## src/hdl/htfd_pkg.sv

```systemverilog
`default_nettype none

package htfd_pkg;

  // CRC-8 over each two-byte word: poly 0x31, init 0xFF, MSB first
  localparam logic [7:0] CRC_INIT = 8'hFF;
  localparam logic [7:0] CRC_POLY = 8'h31;

  // Scaling constants, hundredths of a unit
  localparam logic [14:0] TEMP_SPAN_CENTI   = 15'd17500;
  localparam logic [14:0] TEMP_OFFSET_CENTI = 15'd4500;
  localparam logic [14:0] HUM_SPAN_CENTI    = 15'd12500;
  localparam logic [14:0] HUM_OFFSET_CENTI  = 15'd600;
  localparam logic [13:0] HUM_MAX_CENTI     = 14'd10000;
  localparam logic [15:0] FULL_SCALE        = 16'hFFFF;

  // Position of a byte within the six-byte reply
  typedef enum logic [2:0] {
    POS_T_HI  = 3'd0,
    POS_T_LO  = 3'd1,
    POS_T_CRC = 3'd2,
    POS_H_HI  = 3'd3,
    POS_H_LO  = 3'd4,
    POS_H_CRC = 3'd5
  } byte_pos_e;

  // One decoded result word
  typedef struct packed {
    logic signed [14:0] temperature_centi;
    logic               temperature_ok;
    logic [13:0]        humidity_centi;
    logic               humidity_ok;
  } result_t;

  // Feed one byte into the CRC, eight shift steps
  function automatic logic [7:0] crc8_feed(input logic [7:0] crc, input logic [7:0] b);
    logic [7:0] c;
    c = crc ^ b;
    for (int i = 0; i < 8; i++) begin
      if (c[7]) begin
        c = {c[6:0], 1'b0} ^ CRC_POLY;
      end else begin
        c = {c[6:0], 1'b0};
      end
    end
    return c;
  endfunction

  // floor(x / 65535) for x below 65535 * 2^15: estimate by x*(1 + 2^-16) >> 16,
  // which is exact or one short, then one remainder check
  function automatic logic [14:0] div_full_scale(input logic [30:0] x);
    logic [31:0] sum;
    logic [14:0] q;
    logic [31:0] rem;
    sum = {1'b0, x} + {17'd0, x[30:16]};
    q   = sum[30:16];
    rem = {1'b0, x} - {1'b0, q, 16'd0} + {17'd0, q};
    if (rem >= {16'd0, FULL_SCALE}) begin
      q = q + 15'd1;
    end
    return q;
  endfunction

endpackage

`default_nettype wire

```

## src/hdl/htfd_in_reg.sv

```systemverilog
`default_nettype none

module htfd_in_reg
  import htfd_pkg::*;
(
  input  wire logic       clk_i,
  input  wire logic       rst_ni,
  input  wire logic       in_valid_i,
  output logic            in_stall_o,
  input  wire logic [7:0] rx_byte_i,
  input  wire logic       frame_start_i,
  input  wire logic       take_i,
  output logic            valid_o,
  output logic [7:0]      rx_byte_o,
  output logic            frame_start_o
);

  logic       valid_q, valid_d;
  logic [7:0] byte_q;
  logic       start_q;

  // Held word blocks the port only when the core cannot take it
  assign in_stall_o = valid_q & ~take_i;
  assign valid_d    = in_valid_i | in_stall_o;

  always_ff @(posedge clk_i or negedge rst_ni) begin
    if (!rst_ni) begin
      valid_q <= 1'b0;
    end else begin
      valid_q <= valid_d;
    end
  end

  // Payload loads whenever the register is free or drains
  always_ff @(posedge clk_i) begin
    if (!in_stall_o) begin
      byte_q  <= rx_byte_i;
      start_q <= frame_start_i;
    end
  end

  assign valid_o       = valid_q;
  assign rx_byte_o     = byte_q;
  assign frame_start_o = start_q;

endmodule

`default_nettype wire

```

## src/hdl/htfd_core.sv

```systemverilog
`default_nettype none

module htfd_core
  import htfd_pkg::*;
(
  input  wire logic       clk_i,
  input  wire logic       rst_ni,
  input  wire logic       fire_i,
  input  wire logic [7:0] rx_byte_i,
  input  wire logic       frame_start_i,
  output logic            yields_o,
  output result_t         result_o
);

  logic [2:0]         pos_q, pos_d;
  logic [7:0]         crc_q, crc_d;
  logic [7:0]         hi_q, hi_d;
  logic [30:0]        prod_q, prod_d;
  logic signed [14:0] temp_q, temp_d;
  logic               temp_ok_q, temp_ok_d;

  byte_pos_e   pos;
  logic [7:0]  crc_next;
  logic        crc_match;
  logic [14:0] coeff;
  logic [14:0] quot;
  logic [15:0] temp_diff;
  logic [14:0] hum_diff;
  logic [13:0] hum_val;

  // Start mark or a stray code restarts at the first byte
  always_comb begin
    if (frame_start_i || (pos_q > 3'(POS_H_CRC))) begin
      pos = POS_T_HI;
    end else begin
      pos = byte_pos_e'(pos_q);
    end
  end

  // CRC step and scaling datapath
  always_comb begin
    if (pos == POS_T_HI || pos == POS_H_HI) begin
      crc_next = crc8_feed(CRC_INIT, rx_byte_i);
    end else begin
      crc_next = crc8_feed(crc_q, rx_byte_i);
    end
    crc_match = (crc_q == rx_byte_i);
    coeff     = (pos == POS_T_LO) ? TEMP_SPAN_CENTI : HUM_SPAN_CENTI;
    quot      = div_full_scale(prod_q);
    temp_diff = {1'b0, quot} - {1'b0, TEMP_OFFSET_CENTI};
    hum_diff  = quot - HUM_OFFSET_CENTI;
    if (quot < HUM_OFFSET_CENTI) begin
      hum_val = '0;
    end else if (hum_diff > {1'b0, HUM_MAX_CENTI}) begin
      hum_val = HUM_MAX_CENTI;
    end else begin
      hum_val = hum_diff[13:0];
    end
  end

  // State update per byte position
  always_comb begin
    crc_d     = crc_q;
    hi_d      = hi_q;
    prod_d    = prod_q;
    temp_d    = temp_q;
    temp_ok_d = temp_ok_q;
    pos_d     = (pos == POS_H_CRC) ? 3'(POS_T_HI) : 3'(pos) + 3'd1;
    unique case (pos)
      POS_T_HI, POS_H_HI: begin
        crc_d = crc_next;
        hi_d  = rx_byte_i;
      end
      POS_T_LO, POS_H_LO: begin
        crc_d  = crc_next;
        prod_d = 31'({hi_q, rx_byte_i}) * 31'(coeff);
      end
      POS_T_CRC: begin
        crc_d     = CRC_INIT;
        temp_ok_d = crc_match;
        temp_d    = crc_match ? $signed(temp_diff[14:0]) : 15'sd0;
      end
      POS_H_CRC: begin
        crc_d = CRC_INIT;
      end
      default: begin
        crc_d = CRC_INIT;
      end
    endcase
  end

  always_ff @(posedge clk_i or negedge rst_ni) begin
    if (!rst_ni) begin
      pos_q     <= 3'(POS_T_HI);
      crc_q     <= CRC_INIT;
      hi_q      <= '0;
      prod_q    <= '0;
      temp_q    <= '0;
      temp_ok_q <= 1'b0;
    end else if (fire_i) begin
      pos_q     <= pos_d;
      crc_q     <= crc_d;
      hi_q      <= hi_d;
      prod_q    <= prod_d;
      temp_q    <= temp_d;
      temp_ok_q <= temp_ok_d;
    end
  end

  // Result for the humidity CRC byte
  assign yields_o                   = (pos == POS_H_CRC);
  assign result_o.temperature_centi = temp_q;
  assign result_o.temperature_ok    = temp_ok_q;
  assign result_o.humidity_centi    = crc_match ? hum_val : 14'd0;
  assign result_o.humidity_ok       = crc_match;

endmodule

`default_nettype wire

```

## src/hdl/htfd_out_reg.sv

```systemverilog
`default_nettype none

module htfd_out_reg
  import htfd_pkg::*;
(
  input  wire logic    clk_i,
  input  wire logic    rst_ni,
  input  wire logic    load_i,
  input  wire result_t result_i,
  output logic         free_o,
  output logic         out_valid_o,
  input  wire logic    out_stall_i,
  output result_t      result_o
);

  logic    valid_q, valid_d;
  result_t result_q;

  // Free when empty or the held word leaves this cycle
  assign free_o  = ~valid_q | ~out_stall_i;
  assign valid_d = load_i | (valid_q & out_stall_i);

  always_ff @(posedge clk_i or negedge rst_ni) begin
    if (!rst_ni) begin
      valid_q <= 1'b0;
    end else begin
      valid_q <= valid_d;
    end
  end

  always_ff @(posedge clk_i) begin
    if (load_i) begin
      result_q <= result_i;
    end
  end

  assign out_valid_o = valid_q;
  assign result_o    = result_q;

endmodule

`default_nettype wire

```

## src/hdl/humidity_temp_frame_decoder.sv

```systemverilog
// Channel | Handshake               | Word
// --------+-------------------------+-----------------------------------------------
// in      | in_valid_i / in_stall_o | rx_byte_i, frame_start_i
// out     | out_valid_o/ out_stall_i| temperature_centi_o, temperature_ok_o,
//         |                         | humidity_centi_o, humidity_ok_o
//
// One byte is taken every cycle while in_stall_o is low; a byte passes an
// input register, then the CRC, multiply and scaling logic, and the sixth byte
// writes the output register, whose valid flag drives out_valid_o.
// Reset clears the byte position and CRC; the first byte after reset is position 0.
// A stalled output holds its word; bytes keep flowing until the sixth byte of the
// next reply meets a full output register.
`default_nettype none

module humidity_temp_frame_decoder
  import htfd_pkg::*;
(
  input  wire logic        clk_i,
  input  wire logic        rst_ni,
  input  wire logic        in_valid_i,
  output logic             in_stall_o,
  input  wire logic [7:0]  rx_byte_i,
  input  wire logic        frame_start_i,
  output logic             out_valid_o,
  input  wire logic        out_stall_i,
  output logic signed [14:0] temperature_centi_o,
  output logic             temperature_ok_o,
  output logic [13:0]      humidity_centi_o,
  output logic             humidity_ok_o
);

  logic       s1_valid;
  logic [7:0] s1_byte;
  logic       s1_start;
  logic       take;
  logic       fire;
  logic       yields;
  logic       out_free;
  result_t    core_result;
  result_t    out_result;

  htfd_in_reg u_in_reg (
    .clk_i         (clk_i),
    .rst_ni        (rst_ni),
    .in_valid_i    (in_valid_i),
    .in_stall_o    (in_stall_o),
    .rx_byte_i     (rx_byte_i),
    .frame_start_i (frame_start_i),
    .take_i        (take),
    .valid_o       (s1_valid),
    .rx_byte_o     (s1_byte),
    .frame_start_o (s1_start)
  );

  // A byte that makes no result never waits on the output side
  assign take = ~yields | out_free;
  assign fire = s1_valid & take;

  htfd_core u_core (
    .clk_i         (clk_i),
    .rst_ni        (rst_ni),
    .fire_i        (fire),
    .rx_byte_i     (s1_byte),
    .frame_start_i (s1_start),
    .yields_o      (yields),
    .result_o      (core_result)
  );

  htfd_out_reg u_out_reg (
    .clk_i       (clk_i),
    .rst_ni      (rst_ni),
    .load_i      (fire & yields),
    .result_i    (core_result),
    .free_o      (out_free),
    .out_valid_o (out_valid_o),
    .out_stall_i (out_stall_i),
    .result_o    (out_result)
  );

  assign temperature_centi_o = out_result.temperature_centi;
  assign temperature_ok_o    = out_result.temperature_ok;
  assign humidity_centi_o    = out_result.humidity_centi;
  assign humidity_ok_o       = out_result.humidity_ok;

endmodule

`default_nettype wire
```

## config.mk

```make
export PLATFORM = sky130hd
export DESIGN_NAME = humidity_temp_frame_decoder
export DESIGN_NICKNAME = d
export VERILOG_FILES = /design/src/hdl/htfd_pkg.sv /design/src/hdl/htfd_in_reg.sv /design/src/hdl/htfd_core.sv /design/src/hdl/htfd_out_reg.sv /design/src/hdl/humidity_temp_frame_decoder.sv
export SDC_FILE = /design/constraint.sdc
export NUM_CORES = 1
export LEC_CHECK = 0
export BUFFER_PORTS_ARGS = -buffer_cell sky130_fd_sc_hd__clkbuf_2
export CELL_PAD_IN_SITES_DETAIL_PLACEMENT = 1
export CELL_PAD_IN_SITES_GLOBAL_PLACEMENT = 1
export CORE_ASPECT_RATIO = 1.75
export CORE_UTILIZATION = 50
export CTS_CLUSTER_SIZE = 30
export DETAILED_ROUTE_END_ITERATION = 7
export GPL_TIMING_DRIVEN = 0
export PLACE_DENSITY_LB_ADDON = 0.1
export SLEW_MARGIN = 10
export SYNTH_ARGS = -nofsm -noshare
export SYNTH_HDL_FRONTEND = slang
export SYNTH_SLANG_ARGS = --single-unit
```

## constraint.sdc

```tcl
create_clock -name clk_i -period 11.7 [get_ports clk_i]
set_input_delay 3.51 -clock clk_i [delete_from_list [all_inputs] [get_ports clk_i]]
set_output_delay 3.51 -clock clk_i [all_outputs]
set_load 0.01 [all_outputs]
```

# Yosys cells after proc, flatten, opt, wreduce, memory -nomap -nowiden
# Cells that the tools add are included.
[totals] word_cells=113 inputBits=13 mem_bits_rw=0 latchBits=0 rom_bits=0 reg_bits=108 memories=0
[op_classes] muxes=38 n_lt_le_gt_ge=4 div_mod_pow=0 shifts=0 mul=1 n_eq_ne=6 reduce_logical=11 n_addsub=7 bitwise=31
[op_table] operator="$mux 8" count=16
[op_table] operator="$mux 6" count=16
[op_table] operator="$not 3->3" count=16
[op_table] operator="$mux 15" count=3
[op_table] operator="$add 32x15->32" count=1
[op_table] operator="$ge 32x16->1 const B" count=1
[op_table] operator="$sub 31x31->32" count=1
[op_table] operator="$add 31x15->31" count=1
[op_table] operator="$mul 16x15->31" count=1
[op_table] operator="$add 15x1->15 const B" count=1
[op_table] operator="$gt 15x14->1 const B" count=1
[op_table] operator="$lt 15x10->1 const B" count=1
[op_table] operator="$sub 15x10->15 const B" count=1
[op_table] operator="$sub 15x13->15 const B" count=1
[op_table] operator="$mux 14" count=1
[op_table] operator="$eq 8x8->1" count=1
[op_table] operator="$not 8->8" count=1
[op_table] operator="$xor 8x8->8" count=1
[op_table] operator="$eq 3x2->1 const B" count=2
[op_table] operator="$eq 3x3->1 const B" count=2
[op_table] operator="$mux 3" count=2
[op_table] operator="$reduce_and 2->1" count=3
[op_table] operator="$reduce_or 2->1" count=3
[op_table] operator="$not 1->1" count=5
[op_table] operator="other kinds (9)" count=16

# Depth between registers and ports, before layout
# Gate-level depths: netlist of the first run.
[logic_depth] depth_word=28 depth_mapped=43

# By module
# Synthesis of the first run repeated with hierarchy kept, for this count alone.
[unflattened] hier_cells=1456 hier_area_um2=13296.5
[modules_own_cells] mod="htfd_core" instances=1 cells_per_inst=1406 area_each_um2=11977.7
[modules_own_cells] mod="htfd_out_reg" instances=1 cells_per_inst=34 area_each_um2=967.2
[modules_own_cells] mod="htfd_in_reg" instances=1 cells_per_inst=13 area_each_um2=321.6
[modules_own_cells] mod="humidity_temp_frame_decoder" instances=1 cells_per_inst=3 area_each_um2=30.0

# Worst setup path before layout of the first run
# OpenSTA, ideal clock, no wires.
[synth_path] path_type="register to register" start="reg u_core.prod_q[19]" end="reg u_out_reg.result_q (netlist bit u_out_reg.result_o[5]), data pin" stages_incl_launch_ff=43 t_required_ns=11.446 setup_ns=0.254 arrival_ns=8.283 setup_slack_ns=3.163 path_cell_list="dfrtp_1 ha_1 a31o_2 a21o_1 a21o_1 a21o_1 a21o_1 a21o_1 a21o_1 a21oi_1 nor2b_1 o21ai_0 a21oi_1 o2111ai_1 nor4_1 and3_1 ha_1 clkbuf_1 (+7 left out) nor4_1 nand3_1 a311oi_1 xnor2_1 or4_1 nor3_2 buf_6 nor2_1 xnor2_1 ha_1 o22ai_1 a31oi_1 o311ai_2 a2111oi_2 mux2i_1 a22oi_2 o21ai_1 o21a_1"
[synth_via] elab_chain_cells=8 word_cells_on_any_way=11 cone_classes="add/sub (5); order compare (3); mux (2); reduce/logical (1)"
[synth_lines] item="from (decl)" line="htfd_core.sv:18" text="logic [30:0] prod_q, prod_d;"
[synth_lines] item="from (signal assigned)" line="htfd_core.sv:104" text="prod_q <= prod_d;"
[synth_lines] item="$add 31x15->31" line="htfd_pkg.sv:55" text="sum = {1'b0, x} + {17'd0, x[30:16]};"
[synth_lines] item="$sub 31x31->32" line="htfd_pkg.sv:57" text="rem = {1'b0, x} - {1'b0, q, 16'd0} + {17'd0, q};"
[synth_lines] item="$add 32x15->32" line="htfd_pkg.sv:57"
[synth_lines] item="$ge 32x16->1" line="htfd_pkg.sv:58" text="if (rem >= {16'd0, FULL_SCALE}) begin"
[synth_lines] item="$mux 15 *" line="htfd_pkg.sv:58"
[synth_lines] item="$sub 15x10->15" line="htfd_core.sv:51" text="hum_diff = quot - HUM_OFFSET_CENTI;"
[synth_lines] item="$gt 15x14->1" line="htfd_core.sv:54" text="end else if (hum_diff > {1'b0, HUM_MAX_CENTI}) begin"
[synth_lines] item="$mux 14" line="htfd_core.sv:54"
[synth_lines] item="to (signal assigned)" line="htfd_out_reg.sv:33" text="result_q <= result_i;"
[synth_lines] item="to (decl)" line="htfd_out_reg.sv:17" text="result_t result_q;"
# Every way passes the cells marked *; elsewhere a longest branch is shown, timed or not.
# A chain may end at the register's enable or synchronous reset.

# Worst setup path in the final report of the first run
[layout_path] start="reg u_core.prod_q[19]" end="reg u_out_reg.result_q (netlist bit u_out_reg.result_o[3]), data pin"
[layout_via] elab_chain_cells=8 word_cells_on_any_way=10 cone_classes="add/sub (5); order compare (3); mux (1); reduce/logical (1)"
[layout_lines] item="$add 31x15->31" line="htfd_pkg.sv:55"
[layout_lines] item="$sub 31x31->32" line="htfd_pkg.sv:57"
[layout_lines] item="$add 32x15->32" line="htfd_pkg.sv:57"
[layout_lines] item="$ge 32x16->1" line="htfd_pkg.sv:58"
[layout_lines] item="$mux 15 *" line="htfd_pkg.sv:58"
[layout_lines] item="$sub 15x10->15" line="htfd_core.sv:51"
[layout_lines] item="$gt 15x14->1" line="htfd_core.sv:54"
[layout_lines] item="$reduce_or 3->1 (no source line)"
# Marks and branches as above.

==> reports/results.txt, run 1 <==
RSZ-0062 raised after global routing: no
Syn avg cell area: 9.099 um2
Gpl congestion: 0.9644
Setup crit start kind: register
Initial antenna violation count: 0
Syn-to-layout area delta: 7.443%
Initial Util: 51.02%
Crit path buf inv count: 3
Worst hold-check path type: register to register
Post-Place Cells: 1865
Chip height: 219.9 um
Status: finished, final reports clean
Nets: 1867
Primary FF master, synth: dfrtp_1
Largest net degree at the start of global routing: 57
Fillers: 3184
Sequential Area: 0.002863 mm2
Worst EP required: 11790 ps
Final Non-Filler Cells: 1881
Die outline area: 0.02782 mm2
Slew at the pin closest to its max-slew limit: 1044 ps
Max incr delay on CP: 590 ps
Clock Latency Late Sink: 380 ps
Setup-failing EPs final: 0
Port bufs: 45
Slew Limit Fails: 0
Via density: 5.855
Slew margin rel.: 29.68%
Maxcap violations: 0
Clock Tree Buf Depth: 2
Register bit total from synthesis: 106
Worst-path clk slew: 70 ps
Final ANT Viol Nets: 0
Setup Buffers After CTS: 0
CP endpoint kind: register
CP max-delay cell: a2111oi_0
Max Clk Rate: 94.11 MHz
CTS resizes: 0
Fin. Hold Viols: 0
Seq/Total Area, Yosys: 21.10%
Top Ports: 46
DRC viols: 0
Flop-to-flop setup slack: 1070 ps
Root Driver: clkbuf_16
Dominant delay contributor by cell family on the critical path: compound AO/OA/AOI/OAI gates
HPWL after detailed placement: 32.99 mm
Fin crit share: 90.82%
Share of layout cells above drive strength 1: 10.60%
Antenna Cells: 0
Initial DRC Count: 363
Routed WL: 38.51 mm
CTS Buf Count: 9
Critical path class: register to register
H-Tree Depth: 3
Area of the multi-input gates: 0.009683 mm2
Pre-antenna DRT Iters: 4
Post-synth EDFFs: 40
Final min period: 10630 ps
Most used cell along the critical path: a21o_1
Fin worst setup slack: 1075 ps
First-pass GRT wire length: 61.29 mm
# clock sinks: 106
CP max FO: 10
Post-synth cell types: 100
Core area: 0.02659 mm2
Tot GR Track Use: 28.89%
YS warnings: 0
Post-Syn Instances: 1491
Number of global-route vias before repair: 12052
Ys async rst share: 62.26%
Die Width: 126.5 um
Via count: 11014
Drt wl/cell: 20.47 um
Hold-fix buffers, CTS: 0
Netlist Area Pre-Place: 0.01357 mm2
Syn nets: 1806
Max Clock Skew: 17.11 ps
Congestion Overflow GR: 0
CTS tree: done
Row count: 79
Place WS: 1141 ps
Fin Setup TNS: 0 ps
Worst Path Arrival: 10720 ps
-- routing by layer --
metal | GRT usage, % | wire length (um) | share of wire, %
met1 | 26.21 | 13200 | 34
met2 | 59.94 | 22360 | 58
met3 | 3.010 | 707 | 1.8
met4 | 17.23 | 2244 | 5.8
met5 | 0 | 0 | 0
-- flip-flops by register name, summed over array words and instances, names as in the netlist --
register,flops
u_out_reg.result_o,31
u_core.prod_q,29
u_core.temp_q,15
u_core.crc_q,8
u_core.hi_q,8
u_in_reg.rx_byte_o,8
u_core.pos_q,3
u_core.temp_ok_q,1
u_in_reg.frame_start_o,1
u_in_reg.valid_o,1
u_out_reg.out_valid_o,1
-- synthesized netlist by cell type (all sizes together) (4+ instances only) --
master,count,area share (%)
xor2,32,2.2
mux2,14,1.2
o21bai,10,0.55
a211oi,12,0.70
a21oi,69,2.7
nor4,11,0.62
xnor2,76,5.1
fa,76,11
a21o,18,1.0
nor3,30,1.3
edfxtp,40,8.9
or3,8,0.41
buf,18,1.2
nor2,99,2.8
nand3,35,1.3
o31ai,11,0.68
o211ai,10,0.65
nand2b,15,0.71
and3,13,0.62
nand4,8,0.37
a31oi,11,0.51
mux2i,7,0.52
nand2,106,3.0
or4,4,0.25
o21a,8,0.44
clkbuf,34,0.94
o211a,4,0.30
nor2b,12,0.55
ha,226,21
and2,21,1.0
o22a,8,0.52
inv,198,5.5
o2111ai,7,0.50
a2111oi,7,0.64
a211o,4,0.26
dfstp,8,1.5
o21ai,83,3.1
dfrtp,58,11
o22ai,5,0.23
or2,19,0.88
-- worst reg2reg max path: cells and delay by family (launching register included) --
kind	cells	cell delay, ps
AOI/OAI and AO/OA	23	5510
xor gates and xnor gates	1	370
adders and majority gates	5	1870
buffers and inverters	3	400
DFF	1	480
and+or+nand+nor	9	1720
-- final timing paths --
check	startpoint	end	cells past startpoint
worst max-delay path	u_core.prod_q[19]	u_out_reg.result_o[3]	41
worst min-delay path	u_core.temp_q[1]	u_out_reg.result_o[17]	0
worst max register to register	u_core.prod_q[19]	u_out_reg.result_o[3]	41
worst min register to register	u_core.temp_q[1]	u_out_reg.result_o[17]	0
max in group asynchronous	rst_ni	u_core.crc_q[3]	2
min in group asynchronous	rst_ni	u_core.temp_ok_q	1
-- cells in the final DEF, fill, tap and decap left out, drive strengths merged, types with 14 or more instances in the layout --
cell / synthesis / routed
and2: 21 / 21
or2: 19 / 19
o21ai: 83 / 83
a21o: 18 / 18
xnor2: 76 / 76
clkbuf: 34 / 88
a21oi: 69 / 69
nand2b: 15 / 15
inv: 198 / 202
buf: 18 / 23
ha: 226 / 226
xor2: 32 / 32
fa: 76 / 76
edfxtp: 40 / 40
dfrtp: 58 / 58
nand3: 35 / 35
nand2: 106 / 106
nor2: 99 / 99
nor3: 30 / 30
mux2: 14 / 14
-- stage by stage --
stage / hold WS [ps] / cell area (um2) / utilization [%]
after floorplan: 424.8 / 13570 / -
after detailed placement: 437.3 / 14270 / 53.69
after global routing: 466.5 / 14580 / 54.82
after global placement: 430.5 / 14200 / 53.40
after CTS: 457.0 / 14580 / 54.82
final: 451.4 / 14580 / 54.82
-- kinds of logic after synthesis --
group,Yosys count,share of synthesized area [%]
other cells,2,0.05536
xor+xnor,108,7.304
buf+inv,250,7.645
mux,21,1.679
flops,106,21.10
fa+ha+maj,302,32.06
compound gates,298,14.86
simple gates,404,15.30
-- final cells by class --
| type | count | share of cell area [%] |
|---|---|---|
| clock inverter | 7 | 0.5236 |
| multi-input combinational | 1135 | 66.43 |
| timing repair buffer | 50 | 1.966 |
| tap | 324 | 2.781 |
| clock buffer | 9 | 1.545 |
| buffer | 52 | 2.017 |
| inverter | 198 | 5.099 |
| sequential | 106 | 19.64 |
Power of run 1 is not shown: default switching activity piles up to over one toggle a cycle in this logic, so the estimate is an artifact.
==> inputs of run 2 (changes only) <==
--- a/config.mk
+++ b/config.mk
@@ -5,11 +5,14 @@
 export SDC_FILE = /design/constraint.sdc
 export NUM_CORES = 1
 export LEC_CHECK = 0
+export ABC_AREA = 1
 export BUFFER_PORTS_ARGS = -buffer_cell sky130_fd_sc_hd__clkbuf_2
+export CAP_MARGIN = 25
 export CELL_PAD_IN_SITES_DETAIL_PLACEMENT = 1
 export CELL_PAD_IN_SITES_GLOBAL_PLACEMENT = 1
 export CORE_ASPECT_RATIO = 1.75
-export CORE_UTILIZATION = 50
+export CORE_MARGIN = 2
+export CORE_UTILIZATION = 48
 export CTS_CLUSTER_SIZE = 30
 export DETAILED_ROUTE_END_ITERATION = 7
 export GPL_TIMING_DRIVEN = 0
==> run 2 against run 1 <==
Final cell count is 21% higher. Clock-buffer cell count is 1 higher. Worst setup slack better by 2200 ps. Wire length is 7.6% higher. Global-route usage is 0.79 points lower. Synthesized cell count is 23% higher. Utilization is 2.7 points lower. Non-clock buffer count is 21 lower. Die area is 8.4% higher. Via count is 7.9% higher. Critical path depth is 8 higher. Flip-flop and latch count stayed put.
==> reports/results.txt, run 2 <==
Worst Path Arrival: 8540 ps (-2180 ps)
Clock Tree Buf Depth: 2 (unchanged)
Adder-cell share of the synthesized area: 31.52% (-0.54 points)
Root Driver: clkbuf_16
H-Tree Depth: 3 (unchanged)
Fin Setup TNS: 0 ps (unchanged)
Most numerous cell in the Yosys netlist: nand2_1
Worst-path clk slew: 80 ps (about the same)
CTS Buf Count: 9 (unchanged)
CP endpoint kind: register
Dominant cell type by area after synthesis: ha_1
Largest net degree at the start of global routing: 42 (-26%)
Critical path class: register to register
Mux cell area share after synthesis: 0% (-1.7 points)
Number of global-route vias before repair: 13270 (+10%)
YS warnings: 0 (unchanged)
Synth Area in XOR/XNOR: 5.640% (-1.7 points)
Max Clk Rate: 118.6 MHz (+26%)
Setup Buffers After CTS: 0 (unchanged)
Worst hold-check path type: register to register
DRC viols: 0 (unchanged)
Gpl congestion: 0.9606 (-0.39%)
Antenna Cells: 0 (unchanged)
Ys async rst share: 62.26% (unchanged)
HPWL after detailed placement: 36.40 mm (+10%)
CP max FO: 10 (unchanged)
Commonest cells after routing, fill and taps aside: nand2_1 (454), inv_1 (382), ha_1 (226), nor2_1 (92), o21ai_0 (87)
Status: finished, final reports clean
Core area: 0.02842 mm2 (+6.9%)
CP max-delay cell: dfrtp_1
Fin. Hold Viols: 0 (unchanged)
Crit Reg-Reg Endpoint: u_out_reg.result_o[3]
Max Clock Skew: 19.27 ps (+2.151 ps)
CTS tree: done
Register bit total from synthesis: 106 (unchanged)
Post-synthesis compound-gate area fraction: 7.145% (-7.7 points)
Port bufs: 45 (unchanged)
Post-synth cell types: 50 (-50%)
Flop-to-flop setup slack: 3270 ps (+2190 ps)
Final ANT Viol Nets: 0 (unchanged)
Slew Limit Fails: 0 (unchanged)
Sink of the worst hold path: u_out_reg.result_o[26]
Share of layout cells above drive strength 1: 8.042% (-2.6 points)
Largest register FFs: 31 (unchanged)
CTS resizes: 0 (unchanged)
First-pass GRT wire length: 66.05 mm (+7.8%)
Die outline area: 0.03017 mm2 (+8.4%)
Worst EP required: 11810 ps (+20 ps)
Synth Area in Simple Gates: 23.01% (+7.7 points)
Worst R2R Path Depth: 49 (+20%)
Primary FF master, synth: dfrtp_1
Post-synth EDFFs: 40 (unchanged)
Chip height: 228.3 um (+3.8%)
Initial antenna violation count: 0 (unchanged)
HP Start: u_core.temp_q[10]
Via count: 11881 (+7.9%)
Hold depth: 0 (unchanged)
Netlist Area Pre-Place: 0.01380 mm2 (+1.7%)
Initial Util: 48.55% (-2.5 points)
Main area contributors after synthesis: ha_1 (20%), nand2_1 (12%), fa_1 (11%)
Congestion Overflow GR: 0 (unchanged)
# clock sinks: 106 (unchanged)
Post-Syn Instances: 1827 (+23%)
Via density: 5.239 (-11%)
Pre-antenna DRT Iters: 4 (unchanged)
Slew margin rel.: 42.36% (+13 points)
Drt wl/cell: 18.27 um (-11%)
Worst r2r src: u_core.prod_q[19]
Synth top area share: 20.49% (-0.35 points)
Setup-failing EPs final: 0 (unchanged)
Clock Latency Late Sink: 380 ps (about the same)
RSZ-0062 raised after global routing: no
Maxcap violations: 0 (unchanged)
Hold-fix buffers, CTS: 0 (unchanged)
Most common cell after layout, fill and taps aside: nand2_1
Slew at the pin closest to its max-slew limit: 862.6 ps (-181.1 ps)
Initial DRC Count: 336 (-7.4%)
Routed WL: 41.43 mm (+7.6%)
Fin crit share: 72.06% (-19 points)
Seq/Total Area, Yosys: 20.75% (-0.35 points)
Top Ports: 46 (unchanged)
Syn-to-layout area delta: 7.345% (about the same)
Row count: 82 (+3.8%)
Synth top cells by count: nand2_1 (454), inv_1 (382), ha_1 (226)
Setup crit start kind: register
Syn nets: 2142 (+19%)
Nets: 2200 (+18%)
Syn avg cell area: 7.552 um2 (-17%)
Final min period: 8431 ps (-2195 ps)
Most used cell along the critical path: nand2_1
Tot GR Track Use: 28.10% (-0.79 points)
Die Width: 132.2 um (+4.5%)
Largest family of logic cells by synthesized area: adder cells
Max incr delay on CP: 480 ps (-110 ps)
[run 2: cells by family after synthesis]
| family | Yosys count |
|---|---|
| flops | 106 |
| xor+xnor | 88 |
| fa+ha+maj | 302 |
| buf+inv | 433 |
| compound gates | 174 |
| other cells | 2 |
| simple gates | 722 |
[run 2: how the worst max path moves through the flow]
stage / from / end / slack (ps) / depth (start not counted)
after CTS: u_core.prod_q[19] / u_out_reg.result_o[3] / 3320 / 49
after global routing: u_core.prod_q[19] / u_out_reg.result_o[3] / 2540 / 52
final: u_core.prod_q[19] / u_out_reg.result_o[3] / 3270 / 49
after global placement: u_core.prod_q[19] / u_out_reg.result_o[3] / 3600 / 49
after detailed placement: u_core.prod_q[19] / u_out_reg.result_o[3] / 3360 / 49
after floorplan: out_stall_i / in_stall_o / 4320 / 4
[run 2: final cells by class]
class                      instances  area [um2]
tap                              378       473.0
sequential                       106        2863
clock inverter                     6       46.29
buffer                            34       142.6
clock buffer                      10       229.0
fill                            3691       13610
inverter                         399        1498
multi-input combinational       1288        9303
timing repair buffer              47       257.7
[run 2: worst max-delay path: cells and delay by family (launching register included)]
family          cells  cell delay, ps
simple gates       27            3460
fa+ha+maj           5            1560
buf+inv            11            1320
compound gates      5            1120
flops               1             480
xor+xnor            1             210
[run 2: per-layer routing]
metal  share of wire [%]  track usage [%]  wire length, um
met1                  34            25.23            14060
met2                  57            57.67            23680
met3                 1.5            2.528              636
met4                 7.4            18.27             3056
met5                   0                0                0
[run 2: through the flow]
| stage | instances | area, um2 | util, % | hold slack (ps) | worst slack [ps] |
|---|---|---|---|---|---|
| 4_1_cts | 2268 | 14810 | 52.12 | 453.9 | 3316 |
| 3_5_place_dp | 2252 | 14540 | 51.15 | 434.5 | 3359 |
| 2_1_floorplan | 1827 | 13800 | - | 425.3 | 4318 |
| 3_3_place_gp | 2250 | 14500 | 51.01 | 432.5 | 3595 |
| 5_1_grt | 2268 | 14810 | 52.12 | 458.1 | 2538 |
| 6_report | 2268 | 14810 | 52.12 | 455.0 | 3269 |
Power of run 2 is left out for the same reason.
